<file path="config.mk">
export PLATFORM = sky130hd
export DESIGN_NAME = lru_page_replacement
export DESIGN_NICKNAME = d
export VERILOG_FILES = /design/src/design/lrupr_pkg.sv /design/src/design/lrupr_cell.sv /design/src/design/lru_page_replacement.sv
export VERILOG_INCLUDE_DIRS = /design/src /design/src/design
export SDC_FILE = /design/constraint.sdc
export NUM_CORES = 2
export LEC_CHECK = 0
export ABC_AREA = 1
export BUFFER_PORTS_ARGS = -buffer_cell sky130_fd_sc_hd__buf_4
export CAP_MARGIN = 25
export CORE_MARGIN = 1
export CORE_UTILIZATION = 50
export DETAILED_ROUTE_END_ITERATION = 8
export MAX_ROUTING_LAYER = met4
export PLACE_DENSITY = 0.76
export SLEW_MARGIN = 10
export SYNTH_ARGS = -nofsm -noshare
export SYNTH_HDL_FRONTEND = slang
export SYNTH_SLANG_ARGS = --single-unit
</file>
<file path="constraint.sdc">
create_clock -name i_clk -period 5.9 [get_ports i_clk]
set_input_delay 0.59 -clock i_clk [delete_from_list [all_inputs] [get_ports i_clk]]
set_output_delay 0.59 -clock i_clk [all_outputs]
set_load 0.02 [all_outputs]
</file>
<file path="src/design/lru_page_replacement_defines.svh">
// assertion macros shared by the lru page replacement rtl
// no dependencies; expects i_clk and i_rst_n in the including module
`ifndef LRU_PAGE_REPLACEMENT_DEFINES_SVH
`define LRU_PAGE_REPLACEMENT_DEFINES_SVH

// same-cycle implication, disabled while in reset
`define LRUPR_ASSERT_NOW(label, ante, cons, msg) \
    label: assert property (@(posedge i_clk) disable iff (!i_rst_n) (ante) |-> (cons)) \
        else $error(msg);

// next-cycle implication, disabled while in reset
`define LRUPR_ASSERT_NEXT(label, ante, cons, msg) \
    label: assert property (@(posedge i_clk) disable iff (!i_rst_n) (ante) |=> (cons)) \
        else $error(msg);

`endif

</file>
<file path="src/design/lrupr_pkg.sv">
// shared constants and control structs for the lru page replacement block
// no dependencies
package lrupr_pkg;

    // default sizes
    localparam int FRAMES_DEF    = 16;
    localparam int PAGE_BITS_DEF = 16;

    // fixed field widths
    localparam int CFG_W        = 5;
    localparam int PAGE_FIELD_W = 16;
    localparam int FRAME_W      = 4;
    localparam int COUNT_W      = 16;
    localparam int S_TDATA_W    = 16;
    localparam int M_TDATA_W    = 40;

    localparam logic [CFG_W-1:0]   CFG_RESET = 5'd16;
    localparam logic [COUNT_W-1:0] COUNT_MAX = 16'hFFFF;

    // search flags carried cell to cell during a sweep
    typedef struct packed {
        logic hit;
        logic empty_found;
        logic max_set;
    } t_scan;

    // update command broadcast to all cells at the end of a request
    typedef struct packed {
        logic en;
        logic clear;
        logic fill;
        logic write_page;
    } t_upd;

endpackage

</file>
<file path="src/design/lrupr_cell.sv">
// one frame cell: holds page, valid and recency rank, forwards the search
// depends on lrupr_pkg and lru_page_replacement_defines.svh
`include "lru_page_replacement_defines.svh"

module lrupr_cell #(
    parameter int FRAMES    = 16,
    parameter int PAGE_BITS = 16,
    parameter int IDX       = 0
) (
    input  logic                          i_clk,
    input  logic                          i_rst_n,
    // search from the left neighbor
    input  logic                          i_tok,
    input  lrupr_pkg::t_scan              i_scan,
    input  logic [$clog2(FRAMES)-1:0]     i_hit_idx,
    input  logic [$clog2(FRAMES)-1:0]     i_hit_rank,
    input  logic [$clog2(FRAMES)-1:0]     i_empty_idx,
    input  logic [$clog2(FRAMES)-1:0]     i_max_idx,
    input  logic [$clog2(FRAMES)-1:0]     i_max_rank,
    input  logic [PAGE_BITS-1:0]          i_max_page,
    // search to the right neighbor
    output logic                          o_tok,
    output lrupr_pkg::t_scan              o_scan,
    output logic [$clog2(FRAMES)-1:0]     o_hit_idx,
    output logic [$clog2(FRAMES)-1:0]     o_hit_rank,
    output logic [$clog2(FRAMES)-1:0]     o_empty_idx,
    output logic [$clog2(FRAMES)-1:0]     o_max_idx,
    output logic [$clog2(FRAMES)-1:0]     o_max_rank,
    output logic [PAGE_BITS-1:0]          o_max_page,
    // broadcast request data and update
    input  logic [PAGE_BITS-1:0]          i_req_page,
    input  logic [$clog2(FRAMES+1)-1:0]   i_used,
    input  lrupr_pkg::t_upd               i_upd,
    input  logic [$clog2(FRAMES)-1:0]     i_upd_idx,
    input  logic [$clog2(FRAMES)-1:0]     i_upd_rank
);
    import lrupr_pkg::*;

    localparam int IW = $clog2(FRAMES);
    localparam int UW = $clog2(FRAMES + 1);

    logic [PAGE_BITS-1:0] r_page;
    logic                 r_valid;
    logic [IW-1:0]        r_rank;

    logic                 r_tok;
    t_scan                r_scan, n_scan;
    logic [IW-1:0]        r_hit_idx, n_hit_idx;
    logic [IW-1:0]        r_hit_rank, n_hit_rank;
    logic [IW-1:0]        r_empty_idx, n_empty_idx;
    logic [IW-1:0]        r_max_idx, n_max_idx;
    logic [IW-1:0]        r_max_rank, n_max_rank;
    logic [PAGE_BITS-1:0] r_max_page, n_max_page;

    logic in_use;
    logic sel;

    assign in_use = (UW'(IDX) < i_used);
    assign sel    = (i_upd_idx == IW'(IDX));

    // fold this frame into the running search
    always_comb begin
        n_scan      = i_scan;
        n_hit_idx   = i_hit_idx;
        n_hit_rank  = i_hit_rank;
        n_empty_idx = i_empty_idx;
        n_max_idx   = i_max_idx;
        n_max_rank  = i_max_rank;
        n_max_page  = i_max_page;
        if (in_use && r_valid && !i_scan.hit && (r_page == i_req_page)) begin
            n_scan.hit = 1'b1;
            n_hit_idx  = IW'(IDX);
            n_hit_rank = r_rank;
        end
        if (in_use && !r_valid && !i_scan.empty_found) begin
            n_scan.empty_found = 1'b1;
            n_empty_idx        = IW'(IDX);
        end
        if (in_use && (!i_scan.max_set || (r_rank > i_max_rank))) begin
            n_scan.max_set = 1'b1;
            n_max_idx      = IW'(IDX);
            n_max_rank     = r_rank;
            n_max_page     = r_page;
        end
    end

    // search token moves one cell per cycle
    always_ff @(posedge i_clk) begin
        if (!i_rst_n) begin
            r_tok  <= 1'b0;
            r_scan <= '0;
        end else begin
            r_tok <= i_tok;
            if (i_tok) begin
                r_scan <= n_scan;
            end
        end
    end

    // search payload
    always_ff @(posedge i_clk) begin
        if (i_tok) begin
            r_hit_idx   <= n_hit_idx;
            r_hit_rank  <= n_hit_rank;
            r_empty_idx <= n_empty_idx;
            r_max_idx   <= n_max_idx;
            r_max_rank  <= n_max_rank;
            r_max_page  <= n_max_page;
        end
    end

    // valid bit and recency rank
    always_ff @(posedge i_clk) begin
        if (!i_rst_n) begin
            r_valid <= 1'b0;
            r_rank  <= '0;
        end else if (i_upd.en) begin
            if (i_upd.clear) begin
                r_valid <= 1'b0;
                r_rank  <= '0;
            end else if (i_upd.fill) begin
                if (sel) begin
                    r_valid <= 1'b1;
                    r_rank  <= '0;
                end else if (r_valid) begin
                    r_rank <= r_rank + 1'b1;
                end
            end else begin
                if (sel) begin
                    r_rank <= '0;
                end else if (r_valid && (r_rank < i_upd_rank)) begin
                    r_rank <= r_rank + 1'b1;
                end
            end
        end
    end

    // stored page
    always_ff @(posedge i_clk) begin
        if (i_upd.en && i_upd.write_page && sel) begin
            r_page <= i_req_page;
        end
    end

    assign o_tok       = r_tok;
    assign o_scan      = r_scan;
    assign o_hit_idx   = r_hit_idx;
    assign o_hit_rank  = r_hit_rank;
    assign o_empty_idx = r_empty_idx;
    assign o_max_idx   = r_max_idx;
    assign o_max_rank  = r_max_rank;
    assign o_max_page  = r_max_page;

    // a fill only lands on an empty frame, a touch only on a resident one
    `LRUPR_ASSERT_NOW(a_fill_empty, i_upd.en && !i_upd.clear && i_upd.fill && sel, !r_valid, "fill hit a resident frame")
    `LRUPR_ASSERT_NOW(a_touch_valid, i_upd.en && !i_upd.clear && !i_upd.fill && sel, r_valid, "touch on an empty frame")
    `LRUPR_ASSERT_NEXT(a_clear_empties, i_upd.en && i_upd.clear, !r_valid && (r_rank == '0), "frame not cleared")

endmodule

</file>
<file path="src/design/lru_page_replacement.sv">
// lru page replacement, top level: handshakes, sweep control, result register
// depends on lrupr_pkg, lrupr_cell and lru_page_replacement_defines.svh
//
//  channel   dir  signals                             content
//  s         in   i_s_tvalid o_s_tready i_s_tdata     page reference, tlast ends string
//                 i_s_tlast
//  m         out  o_m_tvalid i_m_tready o_m_tdata     hit, frame, eviction, fault total
//  cfg       in   i_cfg_wr_en i_cfg_wr_data           frames_in_use, reset 16
//
// from acceptance to acceptance a request goes through these steps: launch the
// search token, walk it along the row of cells, update the cells and load the
// result, return to idle; the result shows in the register that the update loads.
// a waiting result does not block acceptance; the update waits while the result
// register is full and i_m_tready is low.
// synchronous reset empties all frames, zeroes the fault count, sets frames_in_use to 16.
`include "lru_page_replacement_defines.svh"

module lru_page_replacement #(
    parameter int FRAMES    = lrupr_pkg::FRAMES_DEF,
    parameter int PAGE_BITS = lrupr_pkg::PAGE_BITS_DEF
) (
    input  logic                            i_clk,
    input  logic                            i_rst_n,
    // page[15:0]
    input  logic                            i_s_tvalid,
    output logic                            o_s_tready,
    input  logic [lrupr_pkg::S_TDATA_W-1:0] i_s_tdata,
    input  logic                            i_s_tlast,
    // hit[0], frame[4:1], evicted_valid[5], evicted_page[21:6],
    // fault_total[37:22], zero[39:38]
    output logic                            o_m_tvalid,
    input  logic                            i_m_tready,
    output logic [lrupr_pkg::M_TDATA_W-1:0] o_m_tdata,
    // frames_in_use
    input  logic                            i_cfg_wr_en,
    input  logic [lrupr_pkg::CFG_W-1:0]     i_cfg_wr_data
);
    import lrupr_pkg::*;

    localparam int IW = $clog2(FRAMES);
    localparam int UW = $clog2(FRAMES + 1);
    localparam int CW = (UW > CFG_W) ? UW : CFG_W;

    localparam logic [1:0] S_IDLE   = 2'd0;
    localparam logic [1:0] S_SWEEP  = 2'd1;
    localparam logic [1:0] S_UPDATE = 2'd2;

    logic [1:0]             r_state, n_state;
    logic [CFG_W-1:0]       r_cfg;
    logic [PAGE_BITS-1:0]   r_page;
    logic                   r_last;
    logic                   r_start;
    logic [COUNT_W-1:0]     r_fault, n_fault;

    logic                   r_out_valid;
    logic                   r_out_hit;
    logic [FRAME_W-1:0]     r_out_frame;
    logic                   r_out_ev;
    logic [PAGE_FIELD_W-1:0] r_out_evp;
    logic [COUNT_W-1:0]     r_out_fault;

    // cell chain links, entry 0 is the head of the row
    logic [FRAMES:0]        tok;
    t_scan                  scan      [FRAMES+1];
    logic [IW-1:0]          hit_idx   [FRAMES+1];
    logic [IW-1:0]          hit_rank  [FRAMES+1];
    logic [IW-1:0]          empty_idx [FRAMES+1];
    logic [IW-1:0]          max_idx   [FRAMES+1];
    logic [IW-1:0]          max_rank  [FRAMES+1];
    logic [PAGE_BITS-1:0]   max_page  [FRAMES+1];

    logic                   s_fire;
    logic                   upd_fire;
    logic [CW-1:0]          cfg_ext;
    logic [CW-1:0]          used_c;
    logic [UW-1:0]          used;
    logic [PAGE_BITS+15:0]  page_ext;
    logic [PAGE_BITS+15:0]  evp_ext;
    logic [IW+3:0]          frame_ext;
    t_upd                   upd;
    logic [IW-1:0]          upd_idx;
    logic [IW-1:0]          upd_rank;
    logic                   res_hit;
    logic                   res_ev;

    assign s_fire     = i_s_tvalid && o_s_tready;
    assign o_s_tready = (r_state == S_IDLE);
    assign upd_fire   = (r_state == S_UPDATE) && (!r_out_valid || i_m_tready);

    // frames in use, clamped to 1..FRAMES
    assign cfg_ext = CW'(r_cfg);
    always_comb begin
        if (cfg_ext == '0) begin
            used_c = CW'(1);
        end else if (cfg_ext > CW'(FRAMES)) begin
            used_c = CW'(FRAMES);
        end else begin
            used_c = cfg_ext;
        end
    end
    assign used = used_c[UW-1:0];

    // configuration register
    always_ff @(posedge i_clk) begin
        if (!i_rst_n) begin
            r_cfg <= CFG_RESET;
        end else if (i_cfg_wr_en) begin
            r_cfg <= i_cfg_wr_data;
        end
    end

    // request capture
    assign page_ext = {PAGE_BITS'(0), i_s_tdata};
    always_ff @(posedge i_clk) begin
        if (s_fire) begin
            r_page <= page_ext[PAGE_BITS-1:0];
            r_last <= i_s_tlast;
        end
    end

    // sequencer
    always_comb begin
        n_state = r_state;
        unique case (r_state)
            S_IDLE: begin
                if (s_fire) begin
                    n_state = S_SWEEP;
                end
            end
            S_SWEEP: begin
                if (tok[FRAMES]) begin
                    n_state = S_UPDATE;
                end
            end
            S_UPDATE: begin
                if (upd_fire) begin
                    n_state = S_IDLE;
                end
            end
            default: begin
                n_state = S_IDLE;
            end
        endcase
    end

    always_ff @(posedge i_clk) begin
        if (!i_rst_n) begin
            r_state <= S_IDLE;
            r_start <= 1'b0;
        end else begin
            r_state <= n_state;
            r_start <= s_fire;
        end
    end

    // head of the search
    assign tok[0]       = r_start;
    assign scan[0]      = '0;
    assign hit_idx[0]   = '0;
    assign hit_rank[0]  = '0;
    assign empty_idx[0] = '0;
    assign max_idx[0]   = '0;
    assign max_rank[0]  = '0;
    assign max_page[0]  = '0;

    // row of frame cells
    for (genvar g = 0; g < FRAMES; g++) begin : g_cell
        lrupr_cell #(
            .FRAMES    (FRAMES),
            .PAGE_BITS (PAGE_BITS),
            .IDX       (g)
        ) u_cell (
            .i_clk       (i_clk),
            .i_rst_n     (i_rst_n),
            .i_tok       (tok[g]),
            .i_scan      (scan[g]),
            .i_hit_idx   (hit_idx[g]),
            .i_hit_rank  (hit_rank[g]),
            .i_empty_idx (empty_idx[g]),
            .i_max_idx   (max_idx[g]),
            .i_max_rank  (max_rank[g]),
            .i_max_page  (max_page[g]),
            .o_tok       (tok[g+1]),
            .o_scan      (scan[g+1]),
            .o_hit_idx   (hit_idx[g+1]),
            .o_hit_rank  (hit_rank[g+1]),
            .o_empty_idx (empty_idx[g+1]),
            .o_max_idx   (max_idx[g+1]),
            .o_max_rank  (max_rank[g+1]),
            .o_max_page  (max_page[g+1]),
            .i_req_page  (r_page),
            .i_used      (used),
            .i_upd       (upd),
            .i_upd_idx   (upd_idx),
            .i_upd_rank  (upd_rank)
        );
    end

    // decide hit, fill or evict from the end of the row
    always_comb begin
        res_hit        = scan[FRAMES].hit;
        res_ev         = 1'b0;
        upd.en         = upd_fire;
        upd.clear      = r_last;
        upd.fill       = 1'b0;
        upd.write_page = 1'b0;
        upd_idx        = hit_idx[FRAMES];
        upd_rank       = hit_rank[FRAMES];
        if (!scan[FRAMES].hit) begin
            upd.write_page = 1'b1;
            if (scan[FRAMES].empty_found) begin
                upd.fill = 1'b1;
                upd_idx  = empty_idx[FRAMES];
            end else begin
                res_ev   = 1'b1;
                upd_idx  = max_idx[FRAMES];
                upd_rank = max_rank[FRAMES];
            end
        end
    end

    // saturating fault count, cleared by the last request of a string
    always_comb begin
        n_fault = r_fault;
        if (!res_hit && (r_fault != COUNT_MAX)) begin
            n_fault = r_fault + 1'b1;
        end
    end

    always_ff @(posedge i_clk) begin
        if (!i_rst_n) begin
            r_fault <= '0;
        end else if (upd_fire) begin
            r_fault <= r_last ? '0 : n_fault;
        end
    end

    // result register
    assign evp_ext   = {16'b0, max_page[FRAMES]};
    assign frame_ext = {4'b0, upd_idx};

    always_ff @(posedge i_clk) begin
        if (!i_rst_n) begin
            r_out_valid <= 1'b0;
        end else if (upd_fire) begin
            r_out_valid <= 1'b1;
        end else if (i_m_tready) begin
            r_out_valid <= 1'b0;
        end
    end

    always_ff @(posedge i_clk) begin
        if (upd_fire) begin
            r_out_hit   <= res_hit;
            r_out_frame <= frame_ext[FRAME_W-1:0];
            r_out_ev    <= res_ev;
            r_out_evp   <= res_ev ? evp_ext[PAGE_FIELD_W-1:0] : '0;
            r_out_fault <= n_fault;
        end
    end

    assign o_m_tvalid = r_out_valid;
    assign o_m_tdata  = {2'b00, r_out_fault, r_out_evp, r_out_ev, r_out_frame, r_out_hit};

    // one request in the row at a time, none while idle, results always land
    `LRUPR_ASSERT_NOW(a_one_token, 1'b1, $onehot0(tok), "more than one search in flight")
    `LRUPR_ASSERT_NOW(a_idle_empty, r_state == S_IDLE, tok == '0, "search token while idle")
    `LRUPR_ASSERT_NEXT(a_result_out, upd_fire, o_m_tvalid, "result not presented after update")
    `LRUPR_ASSERT_NEXT(a_fault_mono, upd_fire && !r_last, r_fault >= $past(r_fault), "fault count went down")

endmodule

</file>
======== Yosys cells after proc, flatten, opt, wreduce, memory -nomap -nowiden ========
Cells that the tools add are included.
cells by class
  mux-type cells .......................... 254
  equal/unequal tests ..................... 53
  reduce and logical (&&, ||, !) cells .... 278
  $add $sub $neg .......................... 17
  order comparisons ....................... 48
operators with widths
  kind                   number
  $mux 4                 130
  $mux 16                17
  $eq 16x16->1           16
  $logic_and 1x1->1      129
  $mux 1                 100
  $reduce_and 3->1       33
  $add 4x1->4 const B    16
  $lt 4x4->1             16
  $reduce_bool 4->1      16
  $logic_not 1->1        63
  $gt 4x4->1             15
  $ne 4x2->1 const B     15
  $lt 4x5->1 const A     8
  $reduce_bool 2->1      18
  $eq 4x4->1 const B     8
  $lt 3x5->1 const A     4
  $add 16x1->16 const B  1
  $eq 4x3->1 const B     4
  $logic_or 1x1->1       16
  $ne 16x16->1 const B   1
  $lt 1x5->1 const A     2
  $lt 2x5->1 const A     2
  $mux 5                 2
  $eq 4x2->1 const B     2
  12 further kinds       16
word-level totals
  bits of input ports ..................... 27
  output and inout port bits .............. 42
  word-level logic and storage cells ...... 866
  register bits after elaboration ......... 1,010

======== Longest topological paths before layout ========
  word-level depth ........................ 8
  gate-level depth with buffers ........... 16
  gate-level depth less buffers ........... 15

======== By module ========
A second synthesis with hierarchy kept.
second synthesis, totals
  cells, all modules ...................... 5,564
  area, all modules ....................... 51,795.9 µm²
modules (own cells, without submodules)
  module                           area each (µm²)  times used  sequential area each (µm²)  cells an instance
  lru_page_replacement             3,539.6          1           2,152.1                     387
  lrupr_cell at g_cell[6].u_cell   3,173.0          1           1,741.7                     336
  lrupr_cell at g_cell[8].u_cell   3,064.2          1           1,741.7                     337
  lrupr_cell at g_cell[13].u_cell  3,050.4          1           1,741.7                     328
  lrupr_cell at g_cell[1].u_cell   3,050.4          1           1,741.7                     337
  lrupr_cell at g_cell[3].u_cell   3,047.9          1           1,741.7                     328
  lrupr_cell at g_cell[7].u_cell   3,047.9          1           1,741.7                     333
  lrupr_cell at g_cell[12].u_cell  3,045.4          1           1,741.7                     328
  lrupr_cell at g_cell[15].u_cell  3,044.2          1           1,741.7                     319
  lrupr_cell at g_cell[5].u_cell   3,034.2          1           1,741.7                     340
  lrupr_cell at g_cell[10].u_cell  3,030.4          1           1,741.7                     340
  lrupr_cell at g_cell[11].u_cell  3,002.9          1           1,741.7                     326
  lrupr_cell at g_cell[14].u_cell  2,975.4          1           1,741.7                     307
  lrupr_cell at g_cell[2].u_cell   2,936.6          1           1,741.7                     306
  +3 rows                          --               --          --                          --

======== Worst setup path before layout ========
Ideal clock, no wire load.
  kind .................................... input port to flip-flop
  start point ............................. input i_m_tready
  end point ............................... register g_cell[0].u_cell.r_page[0] (enable)
  stages on the path ...................... 6
  slack ................................... 3.172 ns
  required time ........................... 5.491 ns
  arrival ................................. 2.319 ns
  library setup time ...................... 0.409 ns
  cell sequence ........................... nor2_1 > inv_1 > nand2_1 > inv_2 > nand2_1 > nor3_1
between the ends
  cells in the longest elaborated chain, start to end .. 4
ends and longest elaborated chain
  element                          line                        RTL
  start: declaration               lru_page_replacement.sv:32  input logic i_m_tready,
  $logic_or 1x1->1                 lru_page_replacement.sv:88  assign upd_fire = (r_state == S_UPDATE) && (!r_out_valid || i_m_tready);
  $logic_and 1x1->1                lru_page_replacement.sv:88
  $logic_and 1x1->1 (2 in series)  lrupr_cell.sv:140           if (i_upd.en && i_upd.write_page && sel) begin
  end signal: assignment           lrupr_cell.sv:141           r_page <= i_req_page;
  end: declaration                 lrupr_cell.sv:42            logic [PAGE_BITS-1:0] r_page;
Every way passes these cells.
A chain may end at the register's enable or synchronous reset.

======== Worst setup path in the final report ========
  start point ............................. register r_page[0]
  end point ............................... register g_cell[11].u_cell.r_hit_rank[2], data pin
between the ends
  cells in the longest elaborated chain, start to end .. 3
ends and longest elaborated chain
  element                              line                         RTL
  start: declaration                   lru_page_replacement.sv:50   logic [PAGE_BITS-1:0] r_page;
  start signal: assignment             lru_page_replacement.sv:116  r_page <= page_ext[PAGE_BITS-1:0];
  $eq 16x16->1                         lrupr_cell.sv:70             if (in_use && r_valid && !i_scan.hit && (r_page == i_req_page)) begin
  $logic_and 1x1->1                    lrupr_cell.sv:70
  $mux 4                               lrupr_cell.sv:70
  net g_cell[11].u_cell.n_hit_rank[2]  lrupr_cell.sv:49             logic [IW-1:0] r_hit_rank, n_hit_rank;
  end signal: assignment               lrupr_cell.sv:104            r_hit_rank <= n_hit_rank;
  end: declaration                     lrupr_cell.sv:49
The timed path passes the listed nets, and every way through them passes these cells.

==> impl_results.md <==
- Cts repair resizes: 0
- Largest net degree at the start of global routing: 74
- Pleak: 21.3 nW
- Maximum buffer depth of the clock tree: 3
- Max_cap viols: 0
- Total Wirelength: roughly 130000 um
- Dominant cell type by area after synthesis: sky130_fd_sc_hd__edfxtp_1
- Status: finished with violations
- Number of failing hold endpoints at the final stage: 0
- Buffers inserted by post-CTS timing repair: 0
- Post-synth EDFFs: 842
- Number of storage elements in the synthesis netlist: about 1.0k
- Clock tree root buffer cell: sky130_fd_sc_hd__clkbuf_16
- Cell variety after synth: 63
- Most used standard cells in the synthesized netlist: 1185 x sky130_fd_sc_hd__nand2_1, 842 x sky130_fd_sc_hd__edfxtp_1, 610 x sky130_fd_sc_hd__inv_1, 390 x sky130_fd_sc_hd__nor2_1, 300 x sky130_fd_sc_hd__o21ai_0
- Arrival time of the worst setup path: roughly 4000 ps
- Number of input and output port buffers inserted: 66
- Initial antenna violation count: 0
- CTS sink cnt: roughly 1.0k
- Max Fclk: between 0.2 and 0.3 GHz
- Final setup fails: 0
- Placement Setup Slack: 2480 ps
- Failing checks: design-rule violations
- Number of buffer and inverter instances along the worst setup path: 2
- Latest clock arrival within the worst-skew pair: 700 ps
- Kind of launch point of the worst setup path: flop
- Main synth FF type: sky130_fd_sc_hd__edfxtp_1
- Combined area of all synthesized cells: between 40000 and 50000 um2
- Number of vias in the routed layout: roughly 35k
- Iteration-0 DRC count of the detailed router: approximately 4.1k
- Top cell type's share of synthesized area: around 53%
- Clock H-tree levels: 3
- Number of placed I/O pins: 69
- Wire per inst: 21.3 um
- # rows: ~110
- Placeable core region: between 90000 and 100000 um2
- Relative area change from synthesis to final layout: 12.0%
- Starting Density: approximately 51%
- Class of the worst hold path: input port to flop
- Syn Area/Cell: between 9 and 10 um2
- Clock input transition at the sequential cells of the worst setup and hold paths: ~70 ps
- Async set-or-reset flop fraction in the synthesized netlist: 0%
- Ratio of cells with drive above 1 in the final layout: 11.3%
- Via count of the first global-routing pass: 33.2k
- Crit path max-delay family: simple AND/OR/NAND/NOR gates
- Slack of the worst reg-to-reg path: ~2300 ps
- Number of routed nets with antenna violations: 0
- Total Nets Final: just over 5k
- Cell repeated most along the worst path: sky130_fd_sc_hd__nand2_1
- Rel. slew slack: just under 30%
- Overall die width: roughly 310 um
- RSZ-0062 raised after global routing: no
- Clock tree from TritonCTS: yes
- Critical Path Slowest Stage Cell: sky130_fd_sc_hd__nor4_1
- Grt ovf: 0
- Ordered cell list for the critical path: buf_4 -> inv_2 -> nand2_1 -> nand4_1 -> nor4_1 -> nand3_1 -> nand2_1 -> o21ai_0
- Highest fanout seen on the critical path: 30
- Height of the die: 310 um
- Sum of negative setup slack: 0 ps
- Gate Count Post-Synth: 4797
- Die footprint: roughly 96000 um2
- Minimum setup slack in the final design: between 2000 and 2500 ps
- Nature of the critical path endpoint: flop
- Hold buffer count at CTS: 0
- Count of final max-slew check failures: 0
- WP data required: roughly 6300 ps
- Biggest cell delay along the critical path: ~850 ps
- Measured slew at the worst slew-check pin: around 1100 ps
- DRC violations left: 1
- Vias per cell: about 5.5
- Synth warn: 0
- Total CTS buffers: approximately 110
- Detailed-routing iteration count for the pre-antenna-repair pass: 9
- DPL Wire Length: 91800 um
- Final period utilization: roughly three fifths
- Global-route wire length before repair: between 150000 and 200000 um
- Portion of the post-synthesis area used by sequential elements: around three fifths
- Most common cell in the netlist: sky130_fd_sc_hd__nand2_1
- Final worst clock skew: about 49 ps
- Cells taking the most area after synthesis: sky130_fd_sc_hd__edfxtp_1 53%, sky130_fd_sc_hd__nand2_1 9.4%, sky130_fd_sc_hd__dfxtp_1 7.1%
- Total global routing track utilization: approximately 28%
- Type of the worst setup path: flop to flop
- IR drop worst, VDD: 0.255 mV
- Power density over the cells: between 200 and 300 nW/um2
- RD Place Congestion: between 0.9 and 1
- N_diodes: 0
- Minimum clock period after layout: approximately 3600 ps
[where the power goes]
part           switching [mW]  internal [mW]  total (mW)
clock                    2.85           4.09        6.94
combinational           0.609          0.190       0.799
sequential             0.0231           7.74        7.77
[through the flow]
step / hold WS (ps) / cells / utilization, % / cell area, um2 / total power, mW
after global placement: 453 / 6010 / 52.5 / 49100 / 8.68
after CTS: 58.7 / 6219 / 56.6 / 52900 / 15.6
final: 86.7 / 6226 / 56.7 / 53100 / 15.5
after detailed placement: 460 / 6020 / 52.6 / 49300 / 8.70
after global routing: 69.2 / 6226 / 56.7 / 53100 / 15.9
after floorplan: 431 / 4798 / - / 47400 / 8.40
[final cells by class]
| class | instances | area, um2 |
|---|---|---|
| Fill cell | 7855 | 40500 |
| Inverter | 643 | 2420 |
| Clock buffer | 144 | 2990 |
| Multi-Input combinational cell | 2981 | 15600 |
| Tap cell | 1254 | 1570 |
| Sequential cell | 1010 | 28700 |
| Timing Repair Buffer | 139 | 1210 |
| Clock inverter | 55 | 676 |
[placed cells by master, fill, tap and decap left out, types with 19 or more instances in the layout]
cell / n
sky130_fd_sc_hd__buf_4: 128
sky130_fd_sc_hd__nor2_1: 389
sky130_fd_sc_hd__nor2_2: 19
sky130_fd_sc_hd__o21ai_2: 31
sky130_fd_sc_hd__xor2_1: 86
sky130_fd_sc_hd__inv_1: 610
sky130_fd_sc_hd__inv_2: 24
sky130_fd_sc_hd__nand3_1: 141
sky130_fd_sc_hd__clkbuf_1: 21
sky130_fd_sc_hd__nand2_2: 61
sky130_fd_sc_hd__ha_1: 125
sky130_fd_sc_hd__dfxtp_1: 161
sky130_fd_sc_hd__o21ai_1: 31
sky130_fd_sc_hd__nor4_1: 43
sky130_fd_sc_hd__edfxtp_1: 842
sky130_fd_sc_hd__clkbuf_16: 108
sky130_fd_sc_hd__a21oi_1: 141
sky130_fd_sc_hd__xnor2_1: 37
sky130_fd_sc_hd__nand4_1: 81
sky130_fd_sc_hd__nor3_1: 76
sky130_fd_sc_hd__or2_2: 33
sky130_fd_sc_hd__mux2_2: 20
sky130_fd_sc_hd__nand2_1: 1185
sky130_fd_sc_hd__o21ai_0: 300
[kinds of logic (layout without fill, tap and decap cells)]
logic type / after synthesis / after routing / synth area share, %
other: 1 / 2 / 0.00791
adders and majority gates: 125 / 125 / 3.30
DFF: 1010 / 1010 / 60.4
muxes: 23 / 23 / 0.538
buffers and inverters: 807 / 981 / 6.84
and+or+nand+nor: 2107 / 2107 / 19.5
AOI/OAI and AO/OA: 601 / 601 / 7.10
xor gates and xnor gates: 123 / 123 / 2.27
[registers in the layout, summed over array words and instances, names as in the netlist, 5 cells and up]
| name | flops |
|---|---|
| g_cell.u_cell.o_scan | 47 |
| r_out_fault | 16 |
| g_cell.u_cell.o_max_page | 256 |
| g_cell.u_cell.o_hit_idx | 49 |
| r_page | 16 |
| g_cell.u_cell.r_rank | 64 |
| g_cell.u_cell.o_tok | 16 |
| g_cell.u_cell.o_max_idx | 49 |
| g_cell.u_cell.o_hit_rank | 64 |
| g_cell.u_cell.r_page | 256 |
| g_cell.u_cell.o_max_rank | 64 |
| r_fault | 16 |
| cfg_ext | 5 |
| r_out_evp | 16 |
| g_cell.u_cell.r_valid | 16 |
| g_cell.u_cell.o_empty_idx | 49 |
[layer usage]
layer / vias up / track usage, % / part of all wire [%]
li1: 16167 / - / -
met1: 16210 / 35.2 / 39
met2: 1747 / 45.1 / 47
met3: 420 / 4.47 / 9.0
met4: 0 / 14.8 / 5.7
met5: - / - / 0
[final timing paths]
kind | startpoint | to | depth (start not counted)
min reg2reg | g_cell[0].u_cell.r_page[1]$_DFFE_PP_ | g_cell[0].u_cell.o_max_page[1]$_SDFFCE_PP0P_ | 0
max | r_page[0]$_DFFE_PP_ | g_cell[11].u_cell.o_hit_rank[2]$_DFFE_PP_ | 8
min | i_s_tdata[12] | r_page[12]$_DFFE_PP_ | 1
max reg2reg | r_page[0]$_DFFE_PP_ | g_cell[11].u_cell.o_hit_rank[2]$_DFFE_PP_ | 8
Power figures use the tool's default switching activity.
